**src/hdl/burner_ignition_safety_core_assert.svh**
```systemverilog
// ----------------------------------------------------------------------------
// Burner ignition safety core assertion macros
// Concurrent check helpers for the core's top-level RTL file.
// ----------------------------------------------------------------------------
`ifndef BURNER_IGNITION_SAFETY_CORE_ASSERT_SVH
`define BURNER_IGNITION_SAFETY_CORE_ASSERT_SVH

// Same-cycle implication, sampled on clk, off while in reset
`define BIS_ASSERT_IMPLY(label, ante, cons) \
  label: assert property (@(posedge clk) disable iff (!rst_n) (ante) |-> (cons)) \
    else $error("bis: same-cycle check failed");

// Next-cycle implication, sampled on clk, off while in reset
`define BIS_ASSERT_NEXT(label, ante, cons) \
  label: assert property (@(posedge clk) disable iff (!rst_n) (ante) |=> (cons)) \
    else $error("bis: next-cycle check failed");

`endif

```
**src/hdl/bis_pkg.sv**
```systemverilog
// ----------------------------------------------------------------------------
// Burner ignition safety package
// Shared types, codes and constant tables for the burner ignition core.
// ----------------------------------------------------------------------------
package bis_pkg;

  // Item kinds carried on the input tuser
  typedef enum logic [1:0] {
    FUNC_TICK  = 2'd0,
    FUNC_RELAY = 2'd1,
    FUNC_VALVE = 2'd2
  } func_e;

  // Configuration register indexes
  typedef enum logic [1:0] {
    CFG_DEBOUNCE = 2'd0,
    CFG_IGNITION = 2'd1,
    CFG_PWM_MIN  = 2'd2,
    CFG_BYPASS   = 2'd3
  } cfg_idx_e;

  // Relay bit positions
  localparam int          RELAY_NUM  = 5;
  localparam logic [2:0]  RELAY_FUEL = 3'd3;
  localparam logic [2:0]  RELAY_IGN  = 3'd4;

  // Field widths
  localparam int CFG_DATA_W = 17;
  localparam int VALVE_PROD_W = 14;

  // Percent and duty scaling
  localparam int         PctFull   = 100;
  localparam int         DutyFull  = 255;
  localparam logic [6:0] PCT_MAX   = 7'(PctFull);
  // floor(x / 100) == (x * RECIP_100) >> RECIP_SHIFT for x below 16384
  localparam int         RECIP_SHIFT = 20;
  localparam logic [14:0] RECIP_100  = 15'd10486;

  // Duty byte for each percent value
  typedef logic [7:0] duty_lut_t [128];

  function automatic duty_lut_t build_duty_lut();
    duty_lut_t lut;
    int        d;
    for (int i = 0; i < 128; i++) begin
      d = (i * DutyFull) / PctFull;
      lut[i] = (d > DutyFull) ? 8'hFF : 8'(d);
    end
    return lut;
  endfunction

  localparam duty_lut_t DUTY_LUT = build_duty_lut();

  // Configuration register set
  typedef struct packed {
    logic [15:0] debounce_ms;
    logic [16:0] ignition_ms;
    logic [6:0]  pwm_min_percent;
    logic        flame_bypass;
  } cfg_t;

  // One accepted input item
  typedef struct packed {
    func_e              func;
    logic               flame_raw;
    logic [2:0]         relay_select;
    logic               relay_on;
    logic signed [15:0] valve_request;
  } item_t;

  // State snapshot after one item, in pre-scaled valve form
  typedef struct packed {
    logic [RELAY_NUM-1:0]    relay_bits;
    logic [VALVE_PROD_W-1:0] valve_prod;
    logic [6:0]              valve_min;
    logic                    valve_on;
    logic                    flame_present;
    logic                    safety_shutoff;
  } res_t;

endpackage

```
**src/hdl/bis_cfg_regs.sv**
```systemverilog
// ----------------------------------------------------------------------------
// Burner ignition configuration registers
// Holds debounce and ignition limits, minimum valve opening and bypass.
// ----------------------------------------------------------------------------
module bis_cfg_regs (
  input  logic                              clk,
  input  logic                              rst_n,
  input  logic                              cfg_wr_en,
  input  logic [1:0]                        cfg_index,
  input  logic [bis_pkg::CFG_DATA_W-1:0]    cfg_wdata,
  output bis_pkg::cfg_t                     cfg
);

  bis_pkg::cfg_t cfg_r;

  // Write the addressed register
  always_ff @(posedge clk) begin
    if (!rst_n) begin
      cfg_r.debounce_ms     <= 16'd50;
      cfg_r.ignition_ms     <= 17'd5000;
      cfg_r.pwm_min_percent <= 7'd30;
      cfg_r.flame_bypass    <= 1'b0;
    end else if (cfg_wr_en) begin
      case (bis_pkg::cfg_idx_e'(cfg_index))
        bis_pkg::CFG_DEBOUNCE: cfg_r.debounce_ms     <= cfg_wdata[15:0];
        bis_pkg::CFG_IGNITION: cfg_r.ignition_ms     <= cfg_wdata[16:0];
        bis_pkg::CFG_PWM_MIN:  cfg_r.pwm_min_percent <= cfg_wdata[6:0];
        bis_pkg::CFG_BYPASS:   cfg_r.flame_bypass    <= cfg_wdata[0];
        default: ;
      endcase
    end
  end

  assign cfg = cfg_r;

endmodule

```
**src/hdl/bis_ctrl.sv**
```systemverilog
// ----------------------------------------------------------------------------
// Burner ignition control state
// Flame debounce, ignition safety rules, relay commands and valve request.
// ----------------------------------------------------------------------------
module bis_ctrl #(
  parameter int TIMER_BITS = 18
) (
  input  logic           clk,
  input  logic           rst_n,
  input  logic           step,
  input  bis_pkg::item_t item,
  input  bis_pkg::cfg_t  cfg,
  output bis_pkg::res_t  res_nxt
);

  localparam int CMP_W = (TIMER_BITS > 17) ? TIMER_BITS : 17;

  logic                               last_raw_r,  last_raw_nxt;
  logic [TIMER_BITS-1:0]              stable_r,    stable_nxt;
  logic                               flame_r,     flame_nxt;
  logic [TIMER_BITS-1:0]              ign_cnt_r,   ign_cnt_nxt;
  logic [bis_pkg::RELAY_NUM-1:0]      relay_r,     relay_nxt;
  logic [bis_pkg::VALVE_PROD_W-1:0]   vprod_r,     vprod_nxt;
  logic [6:0]                         vmin_r,      vmin_nxt;
  logic                               von_r,       von_nxt;
  logic                               shut_nxt;

  // Valve request terms
  logic [6:0] pct_req;
  logic [6:0] min_clamped;
  logic [6:0] span;
  logic       ign_on;
  logic       gas_on;

  // Clamp the request and scale into the span above the minimum
  always_comb begin
    if (item.valve_request < 16'sd0) begin
      pct_req = 7'd0;
    end else if (item.valve_request > $signed({9'd0, bis_pkg::PCT_MAX})) begin
      pct_req = bis_pkg::PCT_MAX;
    end else begin
      pct_req = item.valve_request[6:0];
    end
    min_clamped = (cfg.pwm_min_percent > bis_pkg::PCT_MAX) ? bis_pkg::PCT_MAX
                                                           : cfg.pwm_min_percent;
    span = bis_pkg::PCT_MAX - min_clamped;
  end

  assign ign_on = relay_r[bis_pkg::RELAY_IGN];
  assign gas_on = relay_r[bis_pkg::RELAY_FUEL];

  // Next state for one item
  always_comb begin
    last_raw_nxt = last_raw_r;
    stable_nxt   = stable_r;
    flame_nxt    = flame_r;
    ign_cnt_nxt  = ign_cnt_r;
    relay_nxt    = relay_r;
    vprod_nxt    = vprod_r;
    vmin_nxt     = vmin_r;
    von_nxt      = von_r;
    shut_nxt     = 1'b0;
    case (item.func)
      bis_pkg::FUNC_TICK: begin
        // Debounce the flame sample
        if (item.flame_raw != last_raw_r) begin
          stable_nxt = '0;
        end else if (stable_r != '1) begin
          stable_nxt = stable_r + 1'b1;
        end
        if (CMP_W'(stable_nxt) > CMP_W'(cfg.debounce_ms)) begin
          flame_nxt = !item.flame_raw;
        end
        last_raw_nxt = item.flame_raw;
        if (ign_cnt_r != '1) begin
          ign_cnt_nxt = ign_cnt_r + 1'b1;
        end
        // Safety rules, first match wins
        if (!cfg.flame_bypass) begin
          if (ign_on && !flame_nxt) begin
            if (CMP_W'(ign_cnt_nxt) > CMP_W'(cfg.ignition_ms)) begin
              relay_nxt[bis_pkg::RELAY_FUEL] = 1'b0;
              relay_nxt[bis_pkg::RELAY_IGN]  = 1'b0;
              ign_cnt_nxt = '0;
              shut_nxt    = 1'b1;
            end
          end else if (ign_on && flame_nxt) begin
            relay_nxt[bis_pkg::RELAY_IGN] = 1'b0;
            ign_cnt_nxt = '0;
          end else if (!ign_on && gas_on && von_r && !flame_nxt) begin
            relay_nxt[bis_pkg::RELAY_IGN] = 1'b1;
            ign_cnt_nxt = '0;
          end
        end
      end
      bis_pkg::FUNC_RELAY: begin
        // Drop selects past the ignitor
        if (item.relay_select <= bis_pkg::RELAY_IGN) begin
          relay_nxt[item.relay_select] = item.relay_on;
          if (item.relay_select == bis_pkg::RELAY_IGN) begin
            ign_cnt_nxt = '0;
          end
        end
      end
      bis_pkg::FUNC_VALVE: begin
        von_nxt   = (pct_req != 7'd0);
        vmin_nxt  = min_clamped;
        vprod_nxt = bis_pkg::VALVE_PROD_W'({7'd0, span} * {7'd0, pct_req});
      end
      default: ;
    endcase
  end

  // Commit state when the item advances
  always_ff @(posedge clk) begin
    if (!rst_n) begin
      last_raw_r <= 1'b1;
      stable_r   <= '0;
      flame_r    <= 1'b0;
      ign_cnt_r  <= '0;
      relay_r    <= '0;
      vprod_r    <= '0;
      vmin_r     <= '0;
      von_r      <= 1'b0;
    end else if (step) begin
      last_raw_r <= last_raw_nxt;
      stable_r   <= stable_nxt;
      flame_r    <= flame_nxt;
      ign_cnt_r  <= ign_cnt_nxt;
      relay_r    <= relay_nxt;
      vprod_r    <= vprod_nxt;
      vmin_r     <= vmin_nxt;
      von_r      <= von_nxt;
    end
  end

  // Snapshot of the state after this item
  always_comb begin
    res_nxt.relay_bits     = relay_nxt;
    res_nxt.valve_prod     = vprod_nxt;
    res_nxt.valve_min      = vmin_nxt;
    res_nxt.valve_on       = von_nxt;
    res_nxt.flame_present  = flame_nxt;
    res_nxt.safety_shutoff = shut_nxt;
  end

endmodule

```
**src/hdl/bis_valve_fmt.sv**
```systemverilog
// ----------------------------------------------------------------------------
// Burner ignition valve formatter
// Turns the held valve product into the percent and the PWM duty byte.
// ----------------------------------------------------------------------------
module bis_valve_fmt (
  input  bis_pkg::res_t res,
  output logic [7:0]    valve_duty,
  output logic [6:0]    valve_percent
);

  localparam int PROD_W = bis_pkg::VALVE_PROD_W + 15;

  logic [PROD_W-1:0] recip_prod;
  logic [6:0]        quot;
  logic [6:0]        pct;

  // Divide by one hundred through the reciprocal, then add the minimum
  always_comb begin
    recip_prod = PROD_W'(res.valve_prod) * PROD_W'(bis_pkg::RECIP_100);
    quot       = 7'(recip_prod >> bis_pkg::RECIP_SHIFT);
    pct        = quot + res.valve_min;
  end

  // Zero request reads back as fully closed
  assign valve_percent = res.valve_on ? pct : 7'd0;
  assign valve_duty    = res.valve_on ? bis_pkg::DUTY_LUT[pct] : 8'd0;

endmodule

```
**src/hdl/burner_ignition_safety_core.sv**
```systemverilog
// ----------------------------------------------------------------------------
// Burner ignition safety core
// Gas burner flame safeguard: debounced flame sensing, ignition timeout
// shutoff, relay commands and valve PWM scaling, one result per item.
// ----------------------------------------------------------------------------
//   Channel   Direction  Payload
//   in_*      slave      tuser: func; tdata: flame_raw, relay_select,
//                        relay_on, valve_request
//   out_*     master     tdata: relay_bits, valve_duty, valve_percent,
//                        flame_present, safety_shutoff
//   cfg_*     write      index 0 debounce_ms, 1 ignition_ms,
//                        2 pwm_min_percent, 3 flame_bypass
//
// One item per cycle sustained while results are taken; an item passes the
// input register, then the result register, before its result is valid.
// Reset is synchronous on rst_n; no clearing pass, ready right after reset.
// A stalled output holds the result and the input register; input keeps
// flowing as long as the result register is empty or being taken.
// ----------------------------------------------------------------------------
module burner_ignition_safety_core #(
  parameter int TIMER_BITS = 18
) (
  input  logic                           clk,
  input  logic                           rst_n,
  // Input stream
  input  logic                           in_tvalid,
  output logic                           in_tready,
  // [0] flame_raw, [3:1] relay_select, [4] relay_on, [20:5] valve_request
  input  logic [23:0]                    in_tdata,
  // [1:0] func
  input  logic [1:0]                     in_tuser,
  // Result stream
  output logic                           out_tvalid,
  input  logic                           out_tready,
  // [4:0] relay_bits, [12:5] valve_duty, [19:13] valve_percent,
  // [20] flame_present, [21] safety_shutoff
  output logic [23:0]                    out_tdata,
  // Configuration write port
  input  logic                           cfg_wr_en,
  input  logic [1:0]                     cfg_index,
  input  logic [bis_pkg::CFG_DATA_W-1:0] cfg_wdata
);

  bis_pkg::cfg_t  cfg;
  bis_pkg::item_t in_item_r;
  logic           in_vld_r;
  bis_pkg::res_t  res_nxt;
  bis_pkg::res_t  res_r;
  logic           out_vld_r;
  logic           advance;
  logic [7:0]     valve_duty;
  logic [6:0]     valve_percent;

  // Handshake control
  assign advance   = in_vld_r && (!out_vld_r || out_tready);
  assign in_tready = !in_vld_r || advance;

  // Input register
  always_ff @(posedge clk) begin
    if (!rst_n) begin
      in_vld_r <= 1'b0;
    end else if (in_tvalid && in_tready) begin
      in_vld_r <= 1'b1;
    end else if (advance) begin
      in_vld_r <= 1'b0;
    end
  end

  always_ff @(posedge clk) begin
    if (in_tvalid && in_tready) begin
      in_item_r.func          <= bis_pkg::func_e'(in_tuser);
      in_item_r.flame_raw     <= in_tdata[0];
      in_item_r.relay_select  <= in_tdata[3:1];
      in_item_r.relay_on      <= in_tdata[4];
      in_item_r.valve_request <= $signed(in_tdata[20:5]);
    end
  end

  bis_cfg_regs u_cfg (
    .clk       (clk),
    .rst_n     (rst_n),
    .cfg_wr_en (cfg_wr_en),
    .cfg_index (cfg_index),
    .cfg_wdata (cfg_wdata),
    .cfg       (cfg)
  );

  bis_ctrl #(
    .TIMER_BITS (TIMER_BITS)
  ) u_ctrl (
    .clk     (clk),
    .rst_n   (rst_n),
    .step    (advance),
    .item    (in_item_r),
    .cfg     (cfg),
    .res_nxt (res_nxt)
  );

  // Result register
  always_ff @(posedge clk) begin
    if (!rst_n) begin
      out_vld_r <= 1'b0;
    end else if (advance) begin
      out_vld_r <= 1'b1;
    end else if (out_tready) begin
      out_vld_r <= 1'b0;
    end
  end

  always_ff @(posedge clk) begin
    if (advance) begin
      res_r <= res_nxt;
    end
  end

  bis_valve_fmt u_fmt (
    .res           (res_r),
    .valve_duty    (valve_duty),
    .valve_percent (valve_percent)
  );

  assign out_tvalid = out_vld_r;
  assign out_tdata  = {2'b00, res_r.safety_shutoff, res_r.flame_present,
                       valve_percent, valve_duty, res_r.relay_bits};

`include "burner_ignition_safety_core_assert.svh"

  // A shutoff result shows gas and ignitor both off
  `BIS_ASSERT_IMPLY(a_shutoff_relays_off, out_vld_r && res_r.safety_shutoff,
    !res_r.relay_bits[bis_pkg::RELAY_FUEL] && !res_r.relay_bits[bis_pkg::RELAY_IGN])

  // Input only stalls behind a held item and a stalled result
  `BIS_ASSERT_IMPLY(a_stall_cause, !in_tready, in_vld_r && out_vld_r && !out_tready)

  // An advanced item always yields a result next cycle
  `BIS_ASSERT_NEXT(a_advance_result, advance, out_vld_r)

  // Bypass never produces a shutoff
  `BIS_ASSERT_NEXT(a_bypass_no_shutoff, advance && cfg.flame_bypass, !res_r.safety_shutoff)

endmodule

```
**config.mk**
```make
export PLATFORM = sky130hd
export DESIGN_NAME = burner_ignition_safety_core
export DESIGN_NICKNAME = d
export VERILOG_FILES = /design/src/hdl/bis_pkg.sv /design/src/hdl/bis_cfg_regs.sv /design/src/hdl/bis_ctrl.sv /design/src/hdl/bis_valve_fmt.sv /design/src/hdl/burner_ignition_safety_core.sv
export VERILOG_INCLUDE_DIRS = /design/src /design/src/hdl
export SDC_FILE = /design/constraint.sdc
export NUM_CORES = 1
export LEC_CHECK = 0
export BUFFER_PORTS_ARGS = -buffer_cell sky130_fd_sc_hd__buf_2
export CAP_MARGIN = 5
export CORE_UTILIZATION = 45
export DETAILED_ROUTE_END_ITERATION = 7
export GPL_TIMING_DRIVEN = 0
export HOLD_SLACK_MARGIN = 0.02
export PLACE_DENSITY = 0.68
export RECOVER_POWER = 100
export SYNTH_ARGS = -nofsm -noshare
export SYNTH_HDL_FRONTEND = slang
export SYNTH_SLANG_ARGS = --single-unit
```
**constraint.sdc**
```tcl
create_clock -name clk -period 8.4 [get_ports clk]
set_input_delay 1.26 -clock clk [delete_from_list [all_inputs] [get_ports clk]]
set_output_delay 1.26 -clock clk [all_outputs]
set_load 0.005 [all_outputs]
```
==> summary.txt, run 1 <==
Status
  • Status: complete, but fails checks
  • Failing checks: design-rule violations, max-capacitance violations, max-slew violations, negative setup slack

Cells and area
  • Layout fillers: 2828
  • Most common cell after layout, fill and taps aside: nand2_1
  • Share of cells above drive strength 1: 17.6%
  • Layout Nets: about 2.1k
  • Ant diodes: 0
  • Layout area overhead: 19.3%
  • Most frequent cells in the layout: nand2_1 (236), inv_1 (173), ha_1 (148)
  • Post-route cell area: 16900 um2
  • Final Non-Filler Cells: 2185

Min path
  • Worst hold path type: flop to flop

Synthesis
  • Asr flop ratio synth: 0%
  • Register area share after synthesis: 26.3%
  • Syn Inst Count: 1617
  • Post-synth EDFFs: 52
  • #FFs+latches synth: 160
  • Avg Cell Area, Syn: 8.74 um2
  • Post-synth cell types: 84
  • Ys Warns: 0
  • Cell area after synthesis: 14100 um2
  • Ys flop type: dfxtp_1

Timing
  • Fin. max-slew vios: 63
  • Post-Route Setup TNS: -1.58 ns
  • Fmax achieved: about 120 MHz
  • Setup-failing EPs final: 7
  • Tcrit/Tclk final: 103%
  • Crit path time final: 8.69 ns
  • Max Clock Skew: about 0.01 ns
  • Hold Slack: 0.464 ns
  • Relative slew margins: -29.1%
  • Fin worst setup slack: -0.285 ns
  • Hold Fails Final Rpt: 0
  • Worst slew pin tran: 1.94 ns
  • RSZ-0062 raised after global routing: yes

Placed design
  • # port buffers: 70
  • GP Congestion: 0.909
  • Placed wire-length estimate: 26400 um
  • Dpl cells: between 2k and 2.5k
  • Post-Place Cell Area: 15000 um2

Critical path
  • Setup crit start kind: flop
  • Top delay family on crit path: adder cells
  • Max FO, Critical Path: 3
  • Crit-path most repeated cell: fa_1
  • Critical Path End Type: output pin
  • CP peak stage delay: 0.56 ns
  • Highest-delay cell along the critical path: fa_1
  • Req. time, crit path: 7.14 ns
  • Critical path buffer and inverter count: 6
  • Path type of the worst setup path: flop to output pin
  • CP Data Arrival Time: approximately 7.4 ns

Global routing
  • Antenna violations before repair: 0
  • Vias in the first global route: 12.1k
  • Largest net degree at the start of global routing: 39
  • Gr usage total: 23.2%
  • GRT overflow: 0
  • First-pass GRT wire length: 59100 um

Clocking
  • Hold Buf Count CTS: 0
  • Skew-Pair Late Insertion Delay: 0.43 ns
  • CTS H-tree lvls: 4
  • CTS Buf Count: 17
  • Max Buffers Root-to-Sink: 2
  • CTS Root Cell: clkbuf_16
  • CTS tree: done
  • CTS clk-pin slew, worst paths: 0.06 ns
  • CTS Sinks: 160

Die
  • Die Y-Extent: 179 um
  • FP Rows: 64
  • Initial Utilization: 46.0%
  • Die area: approximately 32000 um2
  • Die width: ~180 um
  • Core area: 30700 um2
  • Ports: 76

Detailed routing
  • Final ANT Viol Nets: 0
  • DR vias: 12.0k
  • DRC viols: 10
  • Routed wire length: roughly 35000 um
  • Via-to-Cell Ratio: 5.50
  • Routed WL per cell: 16.2 um
  • Initial DRC count: between 700 and 800
  • First-pass iteration count of the detailed router: 7

Flow run
  • Max Cap Viol: 2
## layer usage
| layer | routed length (um) | part of all wire (%) | global-route usage (%) | vias to the layer above |
|---|---|---|---|---|
| li1 | - | - | - | 5850 |
| met1 | 15900 | 45 | 29.6 | 5745 |
| met2 | 17100 | 48 | 40.0 | 341 |
| met3 | 1600 | 4.5 | 3.03 | 75 |
| met4 | 878 | 2.5 | 7.88 | 0 |
| met5 | 0 | 0 | 0 | - |
## cell type report
type                            instances  area (um2)  area share (%)
Buffer                                 68         403            2.39
Multi-Input combinational cell       1202       10000            59.3
Clock buffer                           21         440            2.61
Timing Repair Buffer                  141         935            5.54
Tap cell                              396         495            2.94
Inverter                              186         707            4.19
Clock inverter                         11         163           0.964
Sequential cell                       160        3720            22.1
## repair_timing
action,CTS,global route
cloned,2,0
endpoints found under the setup margin,12,10
pin swaps,67,19
gates resized for setup,138,31
hold endpoints to repair,0,0
buffers inserted,61,8
## per-stage QoR
step	worst slack (ns)	util, %
finish	-0.285	54.9
global route	-0.537	54.9
floorplan	0.00613	-
detailed placement	-1.04	48.8
global placement	-0.970	48.8
CTS	-0.230	54.4
## cells by family after synthesis
family,after synthesis,synth area share (%)
XOR/XNOR,58,3.73
AO/OA/AOI/OAI,299,14.9
other,1,0.0265
flip-flops,160,26.3
buffers and inverters,256,7.12
AND/OR/NAND/NOR,564,18.6
adder cells (fa/ha/maj),266,28.1
multiplexers,13,1.09
## state kept, by name (all words and copies together) (netlist names)
register	count
u_ctrl.ign_cnt_r	18
u_ctrl.vmin_r	7
u_ctrl.stable_r	18
u_ctrl.last_raw_r	1
u_cfg.cfg	41
in_vld_r	1
out_tvalid	1
u_ctrl.flame_r	1
u_ctrl.vprod_r	14
res_r	22
u_ctrl.von_r	1
in_item_r	23
out_tdata	7
u_ctrl.relay_r	5
## worst min-delay path, delay by kind of cell (launching register included)
kind / cells / cell delay (ns)
AND/OR/NAND/NOR: 1 / 0.04
AO/OA/AOI/OAI: 1 / 0.06
flip-flops: 1 / 0.31
## Yosys cell counts, drive strengths merged, types with 16 or more instances
cell,number,share of area (%)
a21oi,49,1.7
a32oi,16,0.99
nor2,120,3.3
edfxtp,52,11
nor2b,28,1.2
nand3,39,1.4
inv,185,4.9
a21boi,54,2.9
dfxtp,108,15
and2,16,0.71
o21ai,66,2.5
nand2,237,6.3
xnor2,34,2.2
fa,87,12
ha,178,16
buf,20,0.86
nand4,26,1.2
xor2,24,1.5
nor3,27,0.96
o211ai,26,1.4
clkbuf,50,1.3
## path summary, 6_finish.rpt
path	startpoint	end	slack [ns]	depth (start not counted)
max	res_r[15]$_DFFE_PP_	out_tdata[10]	-0.29	27
max reg2reg	u_cfg.cfg[1]$_SDFFE_PN0P_	u_ctrl.vprod_r[13]$_SDFFE_PN0P_	1.71	24
min reg2reg	u_cfg.cfg[19]$_SDFFE_PN0P_	u_cfg.cfg[19]$_SDFFE_PN0P_	0.46	2
min	u_cfg.cfg[19]$_SDFFE_PN0P_	u_cfg.cfg[19]$_SDFFE_PN0P_	0.46	2
Power of run 1 is not shown: default switching activity piles up to over one toggle a cycle in this logic, so the estimate is an artifact.
==> inputs of run 2 (changes only) <==
CORE_UTILIZATION = 55   (was 45)
PLACE_DENSITY = 0.8   (was 0.68)
==> summary.txt, run 2 (same netlist as run 1, synthesis figures left out) <==
Status
  • Status: complete, but fails checks (unchanged)
  • Failing checks: max-capacitance violations, max-slew violations, negative setup slack (was design-rule violations, max-capacitance violations, max-slew violations, negative setup slack)

Detailed routing
  • DR vias: 12.6k (was 12.0k)
  • Routed wire length: 38700 um (was 35500 um)
  • Initial DRC count: 1304 (was 770)
  • First-pass iteration count of the detailed router: 8 (was 7)
  • Routed WL per cell: 18.1 um (was 16.2 um)
  • Final ANT Viol Nets: 0 (unchanged)
  • Via-to-Cell Ratio: 5.89 (was 5.50)
  • DRC viols: 0 (was 10)

Timing
  • Fin. max-slew vios: 63 (unchanged)
  • Crit path time final: 8.92 ns (was 8.69 ns)
  • Max Clock Skew: 0.0134 ns (was 0.0102 ns)
  • Tcrit/Tclk final: 106% (was 103%)
  • Post-Route Setup TNS: -3.63 ns (was -1.58 ns)
  • RSZ-0062 raised after global routing: yes (unchanged)
  • Relative slew margins: -22.1% (was -29.1%)
  • Hold Fails Final Rpt: 0 (unchanged)
  • Worst slew pin tran: 1.83 ns (was 1.94 ns)
  • Fmax achieved: 112 MHz (was 115 MHz)
  • Hold Slack: 0.466 ns (was 0.464 ns)
  • Fin worst setup slack: -0.522 ns (was -0.285 ns)
  • Setup-failing EPs final: 9 (was 7)

Cells and area
  • Share of cells above drive strength 1: 19.4% (was 17.6%)
  • Area of the multi-input gates: 10000 um2 (about the same)
  • Layout fillers: 1885 (was 2828)
  • Register area: 3720 um2 (unchanged)
  • Most frequent cells in the layout: nand2_1 (234), inv_1 (171), ha_1 (146) (was nand2_1 (236), inv_1 (173), ha_1 (148))
  • Layout area overhead: 20.1% (was 19.3%)
  • Ant diodes: 0 (unchanged)
  • Max reg flops: 41 (unchanged)
  • Layout Nets: 2109 (was 2091)
  • Final core utilization: 67.4% (was 54.9%)
  • Post-route cell area: 17000 um2 (was 16900 um2)
  • Most common cell after layout, fill and taps aside: nand2_1 (unchanged)

Critical path
  • Req. time, crit path: 7.14 ns (about the same)
  • Highest-delay cell along the critical path: fa_2 (was fa_1)
  • Critical Path End Type: output pin (unchanged)
  • Setup crit start kind: flop (unchanged)
  • CP Data Arrival Time: 7.66 ns (was 7.43 ns)
  • Max FO, Critical Path: 6 (was 3)
  • Crit-path most repeated cell: fa_1 (unchanged)
  • CP peak stage delay: 0.57 ns (was 0.56 ns)
  • Critical Path Start: res_r[18]$_DFFE_PP_ (was res_r[15]$_DFFE_PP_)
  • Critical R2R Launch: u_cfg.cfg[1]$_SDFFE_PN0P_ (unchanged)
  • Path type of the worst setup path: flop to output pin (unchanged)

Min path
  • Hold path startpoint: u_ctrl.vprod_r[6]$_SDFFE_PN0P_ (was u_cfg.cfg[19]$_SDFFE_PN0P_)
  • Worst hold path type: flop to flop (unchanged)

Flow run
  • Max Cap Viol: 2 (unchanged)

Global routing
  • GRT overflow: 0 (unchanged)
  • Antenna violations before repair: 0 (unchanged)
  • Gr usage total: 28.6% (was 23.2%)
  • Largest net degree at the start of global routing: 39 (unchanged)
  • Vias in the first global route: 12.6k (was 12.1k)
  • First-pass GRT wire length: 60100 um (was 59100 um)

Clocking
  • Skew-Pair Late Insertion Delay: 0.43 ns (about the same)
  • CTS Buf Count: 17 (unchanged)
  • Hold Buf Count CTS: 0 (unchanged)
  • CTS clk-pin slew, worst paths: 0.07 ns (was 0.06 ns)
  • CTS H-tree lvls: 4 (unchanged)
  • CTS Sinks: 160 (unchanged)
  • Max Buffers Root-to-Sink: 2 (unchanged)
  • CTS tree: done (unchanged)
  • CTS Root Cell: clkbuf_16 (unchanged)

Die
  • Die area: 26400 um2 (was 32100 um2)
  • Die width: 162 um (was 179 um)
  • FP Rows: 58 (was 64)
  • Ports: 76 (unchanged)
  • Initial Utilization: 56.1% (was 46.0%)
  • Core area: 25200 um2 (was 30700 um2)
  • Die Y-Extent: 162 um (was 179 um)

Placed design
  • Placed wire-length estimate: 25800 um (was 26400 um)
  • GP Congestion: 0.912 (was 0.909)
  • # port buffers: 70 (unchanged)
  • Post-Place Cell Area: 14900 um2 (was 15000 um2)
==> run 2: layer usage <==
metal	up-vias	part of all wire (%)	wire length [um]	global-route usage, %
met5	-	0	0	0
met4	0	4.5	1730	13.3
met3	156	5.7	2220	3.85
met2	531	49	19100	50.8
met1	6006	40	15600	34.1
li1	5893	-	-	-
==> run 2: stage by stage <==
stage | std cells | worst slack [ns]
floorplan | 1618 | 0.00613
global placement | 2018 | -0.991
detailed placement | 2018 | -0.963
CTS | 2117 | -0.171
global route | 2137 | -0.703
finish | 2137 | -0.522
==> run 2: layout make-up <==
class	count	area share [%]
inverter	186	4.19
tap	330	2.43
timing repair buffer	158	6.41
buffer	68	2.38
clock buffer	22	2.92
sequential	160	21.9
multi-input combinational	1203	59.2
clock inverter	10	0.560
==> run 2: critical path: cells and delay by family, from the launching register on <==
family	cells	cell delay (ns)
muxes	1	0.18
buffers and inverters	6	0.78
AOI/OAI and AO/OA	8	1.41
adders and majority gates	7	2.88
DFF	1	0.49
and+or+nand+nor	6	1.36
xor gates and xnor gates	1	0.14
==> run 2: what timing repair did <==
action | in CTS | in global routing
endpoints found under the setup margin | 12 | 10
pin swaps | 79 | 47
gates resized for setup | 141 | 53
buffers inserted | 68 | 19
cloned | 1 | 1
==> run 2: final timing paths <==
check	to	slack [ns]	depth (start not counted)
worst max register to register	res_r[22]$_DFFE_PP_	1.72	26
worst max-delay path	out_tdata[10]	-0.52	29
worst min-delay path	u_ctrl.vprod_r[6]$_SDFFE_PN0P_	0.47	2
worst min register to register	u_ctrl.vprod_r[6]$_SDFFE_PN0P_	0.47	2
Power of run 2 is left out for the same reason.
==> inputs of run 3 (changes only) <==
ABC_AREA = 1   (was unset)
SKIP_CTS_REPAIR_TIMING = 1   (was unset)
==> summary.txt, run 3 <==
Status
  • Status: complete, but fails checks (unchanged)
  • Failing checks: max-capacitance violations, max-slew violations (was max-capacitance violations, max-slew violations, negative setup slack)

Detailed routing
  • DRC viols: 0 (unchanged)
  • Final ANT Viol Nets: 0 (unchanged)
  • First-pass iteration count of the detailed router: 6 (was 8)
  • Via-to-Cell Ratio: 5.56 (was 5.89)
  • DR vias: 12.8k (was 12.6k)
  • Initial DRC count: 1042 (was 1304)
  • Routed wire length: 36900 um (was 38700 um)
  • Routed WL per cell: 16.1 um (was 18.1 um)

Cells and area
  • Layout area overhead: 14.8% (was 20.1%)
  • Most frequent cells in the layout: inv_1 (326), nand2_1 (267), nor2_1 (162) (was nand2_1 (234), inv_1 (171), ha_1 (146))
  • Layout Nets: 2271 (was 2109)
  • Share of cells above drive strength 1: 14.4% (was 19.4%)
  • Final core utilization: 64.8% (was 67.4%)
  • Final Non-Filler Cells: 2299 (was 2137)
  • Layout fillers: 2091 (was 1885)
  • Area of the multi-input gates: 9390 um2 (was 10000 um2)
  • Max reg flops: 41 (unchanged)
  • Most common cell after layout, fill and taps aside: inv_1 (was nand2_1)
  • Register area: 3720 um2 (unchanged)
  • Post-route cell area: 16400 um2 (was 17000 um2)
  • Ant diodes: 0 (unchanged)

Timing
  • Worst slew pin tran: 1.82 ns (was 1.83 ns)
  • Fin worst setup slack: 0.0808 ns (was -0.522 ns)
  • Hold Slack: 0.465 ns (was 0.466 ns)
  • Relative slew margins: -21.3% (was -22.1%)
  • Post-Route Setup TNS: 0 ns (was -3.63 ns)
  • Hold Fails Final Rpt: 0 (unchanged)
  • Fmax achieved: 120 MHz (was 112 MHz)
  • Fin. max-slew vios: 39 (was 63)
  • Setup-failing EPs final: 0 (was 9)
  • Crit path time final: 8.32 ns (was 8.92 ns)
  • Tcrit/Tclk final: 99.0% (was 106%)
  • Max Clock Skew: 0.00917 ns (was 0.0134 ns)

Clocking
  • Max Buffers Root-to-Sink: 2 (unchanged)
  • CTS Sinks: 160 (unchanged)
  • Skew-Pair Late Insertion Delay: 0.43 ns (about the same)
  • CTS tree: done (unchanged)
  • CTS clk-pin slew, worst paths: 0.07 ns (about the same)
  • CTS H-tree lvls: 4 (unchanged)
  • CTS Root Cell: clkbuf_16 (unchanged)
  • CTS Buf Count: 17 (unchanged)

Power
  • Tot Pwr: 7.34 mW
  • Leakage power: 8.05 nW
  • Max rail drop VDD: 0.000709 V
  • Pwr dens: 447 nW/um2

Global routing
  • GRT overflow: 0 (unchanged)
  • Largest net degree at the start of global routing: 39 (unchanged)
  • Vias in the first global route: 12.0k (was 12.6k)
  • Antenna violations before repair: 0 (unchanged)
  • Gr usage total: 26.7% (was 28.6%)
  • First-pass GRT wire length: 56800 um (was 60100 um)

Placed design
  • GP Congestion: 0.957 (was 0.912)
  • Post-Place Cell Area: 15100 um2 (was 14900 um2)
  • Post-place setup slack: 0.0316 ns (was -0.963 ns)
  • Dpl cells: 2216 (was 2018)
  • Placed wire-length estimate: 27900 um (was 25800 um)
  • # port buffers: 70 (unchanged)

Synthesis
  • Most common cell in the netlist: inv_1 (was nand2_1)
  • Post-synth top cells: inv_1 (337), nand2_1 (273), ha_1 (178), nor2_1 (166), o21ai_0 (140) (was nand2_1 (237), inv_1 (185), ha_1 (178), nor2_1 (119), dfxtp_1 (108))
  • Yosys top cell area share: 15.6% (was 15.8%)
  • Asr flop ratio synth: 0% (unchanged)
  • Register area share after synthesis: 26.0% (was 26.3%)
  • Avg Cell Area, Syn: 7.88 um2 (was 8.74 um2)
  • Ys flop type: dfxtp_1 (unchanged)
  • Cell area after synthesis: 14300 um2 (was 14100 um2)
  • Post-synth EDFFs: 52 (unchanged)
  • Post-synth cell types: 58 (was 84)
  • Post-synth top area cell: ha_1 (unchanged)
  • Syn Inst Count: 1815 (was 1617)
  • Ys Warns: 0 (unchanged)
  • Synth top area cells: ha_1 (16%), dfxtp_1 (15%), fa_1 (12%) (unchanged)
  • #FFs+latches synth: 160 (unchanged)

Die
  • Initial Utilization: 56.4% (was 56.1%)
  • Core area: 25300 um2 (was 25200 um2)
  • Die area: 26600 um2 (was 26400 um2)
  • Ports: 76 (unchanged)
  • Die Y-Extent: 163 um (was 162 um)
  • Die width: 163 um (was 162 um)
  • FP Rows: 58 (unchanged)

Min path
  • Worst hold path type: flop to flop (unchanged)

Critical path
  • Highest-delay cell along the critical path: fa_2 (unchanged)
  • Path type of the worst setup path: flop to output pin (unchanged)
  • Crit-path most repeated cell: fa_1 (unchanged)
  • CP Data Arrival Time: 7.06 ns (was 7.66 ns)
  • Setup crit start kind: flop (unchanged)
  • Max FO, Critical Path: 6 (unchanged)
  • CP peak stage delay: 0.65 ns (was 0.57 ns)
  • Req. time, crit path: 7.14 ns (about the same)
  • Critical Path End Type: output pin (unchanged)

Flow run
  • Max Cap Viol: 1 (was 2)
==> run 3: where the power goes <==
group | switching, mW | leakage (nW) | internal, mW
logic | 3.42 | 6.36 | 2.26
registers | 0.0251 | 1.39 | 0.842
clock network | 0.337 | 0.297 | 0.455
total | 3.78 | 8.05 | 3.56
==> run 3: area by class of cell <==
type | instances | share of cell area, %
plain buffers | 52 | 1.41
clock buffers | 18 | 2.68
clock inverters | 14 | 1.01
inverters | 346 | 7.98
multi-input cells | 1258 | 57.2
flip-flops and latches | 160 | 22.7
well taps | 330 | 2.52
repair buffers | 121 | 4.49
==> run 3: worst max-delay path: cells and delay by family, from the launching register on <==
kind / cells / cell delay [ns]
adders and majority gates: 9 / 3.77
AOI/OAI and AO/OA: 7 / 1.12
buffers and inverters: 9 / 0.97
DFF: 1 / 0.42
xor gates and xnor gates: 1 / 0.17
and+or+nand+nor: 2 / 0.15
==> run 3: worst paths after layout <==
| check | startpoint | to | slack, ns | cells after the start |
|---|---|---|---|---|
| setup / recovery | res_r[20]$_DFFE_PP_ | out_tdata[7] | 0.08 | 28 |
| hold / removal | u_cfg.cfg[36]$_SDFFE_PN0P_ | u_cfg.cfg[36]$_SDFFE_PN0P_ | 0.46 | 2 |
| setup reg to reg | in_item_r[14]$_DFFE_PP_ | u_ctrl.vprod_r[13]$_SDFFE_PN0P_ | 2.27 | 27 |
| hold reg to reg | u_cfg.cfg[36]$_SDFFE_PN0P_ | u_cfg.cfg[36]$_SDFFE_PN0P_ | 0.46 | 2 |
==> run 3: cells by family (layout without fill, tap and decap cells) <==
kind of cell | Yosys count | in the layout | synth area share, %
flip-flops | 160 | 160 | 26.0
AO/OA/AOI/OAI | 353 | 353 | 13.9
buffers and inverters | 398 | 551 | 10.9
XOR/XNOR | 40 | 40 | 2.56
AND/OR/NAND/NOR | 594 | 594 | 18.5
multiplexers | 4 | 4 | 0.280
other | 1 | 2 | 0.0262
adder cells (fa/ha/maj) | 265 | 265 | 27.8
==> run 3: layer usage <==
layer | global-route usage (%) | vias to the layer above | routed length [um]
met1 | 35.9 | 6035 | 15700
met5 | 0 | - | 0
met2 | 43.8 | 468 | 17600
li1 | - | 6181 | -
met4 | 8.37 | 0 | 1060
met3 | 4.34 | 99 | 2490
Power figures use the tool's default switching activity.
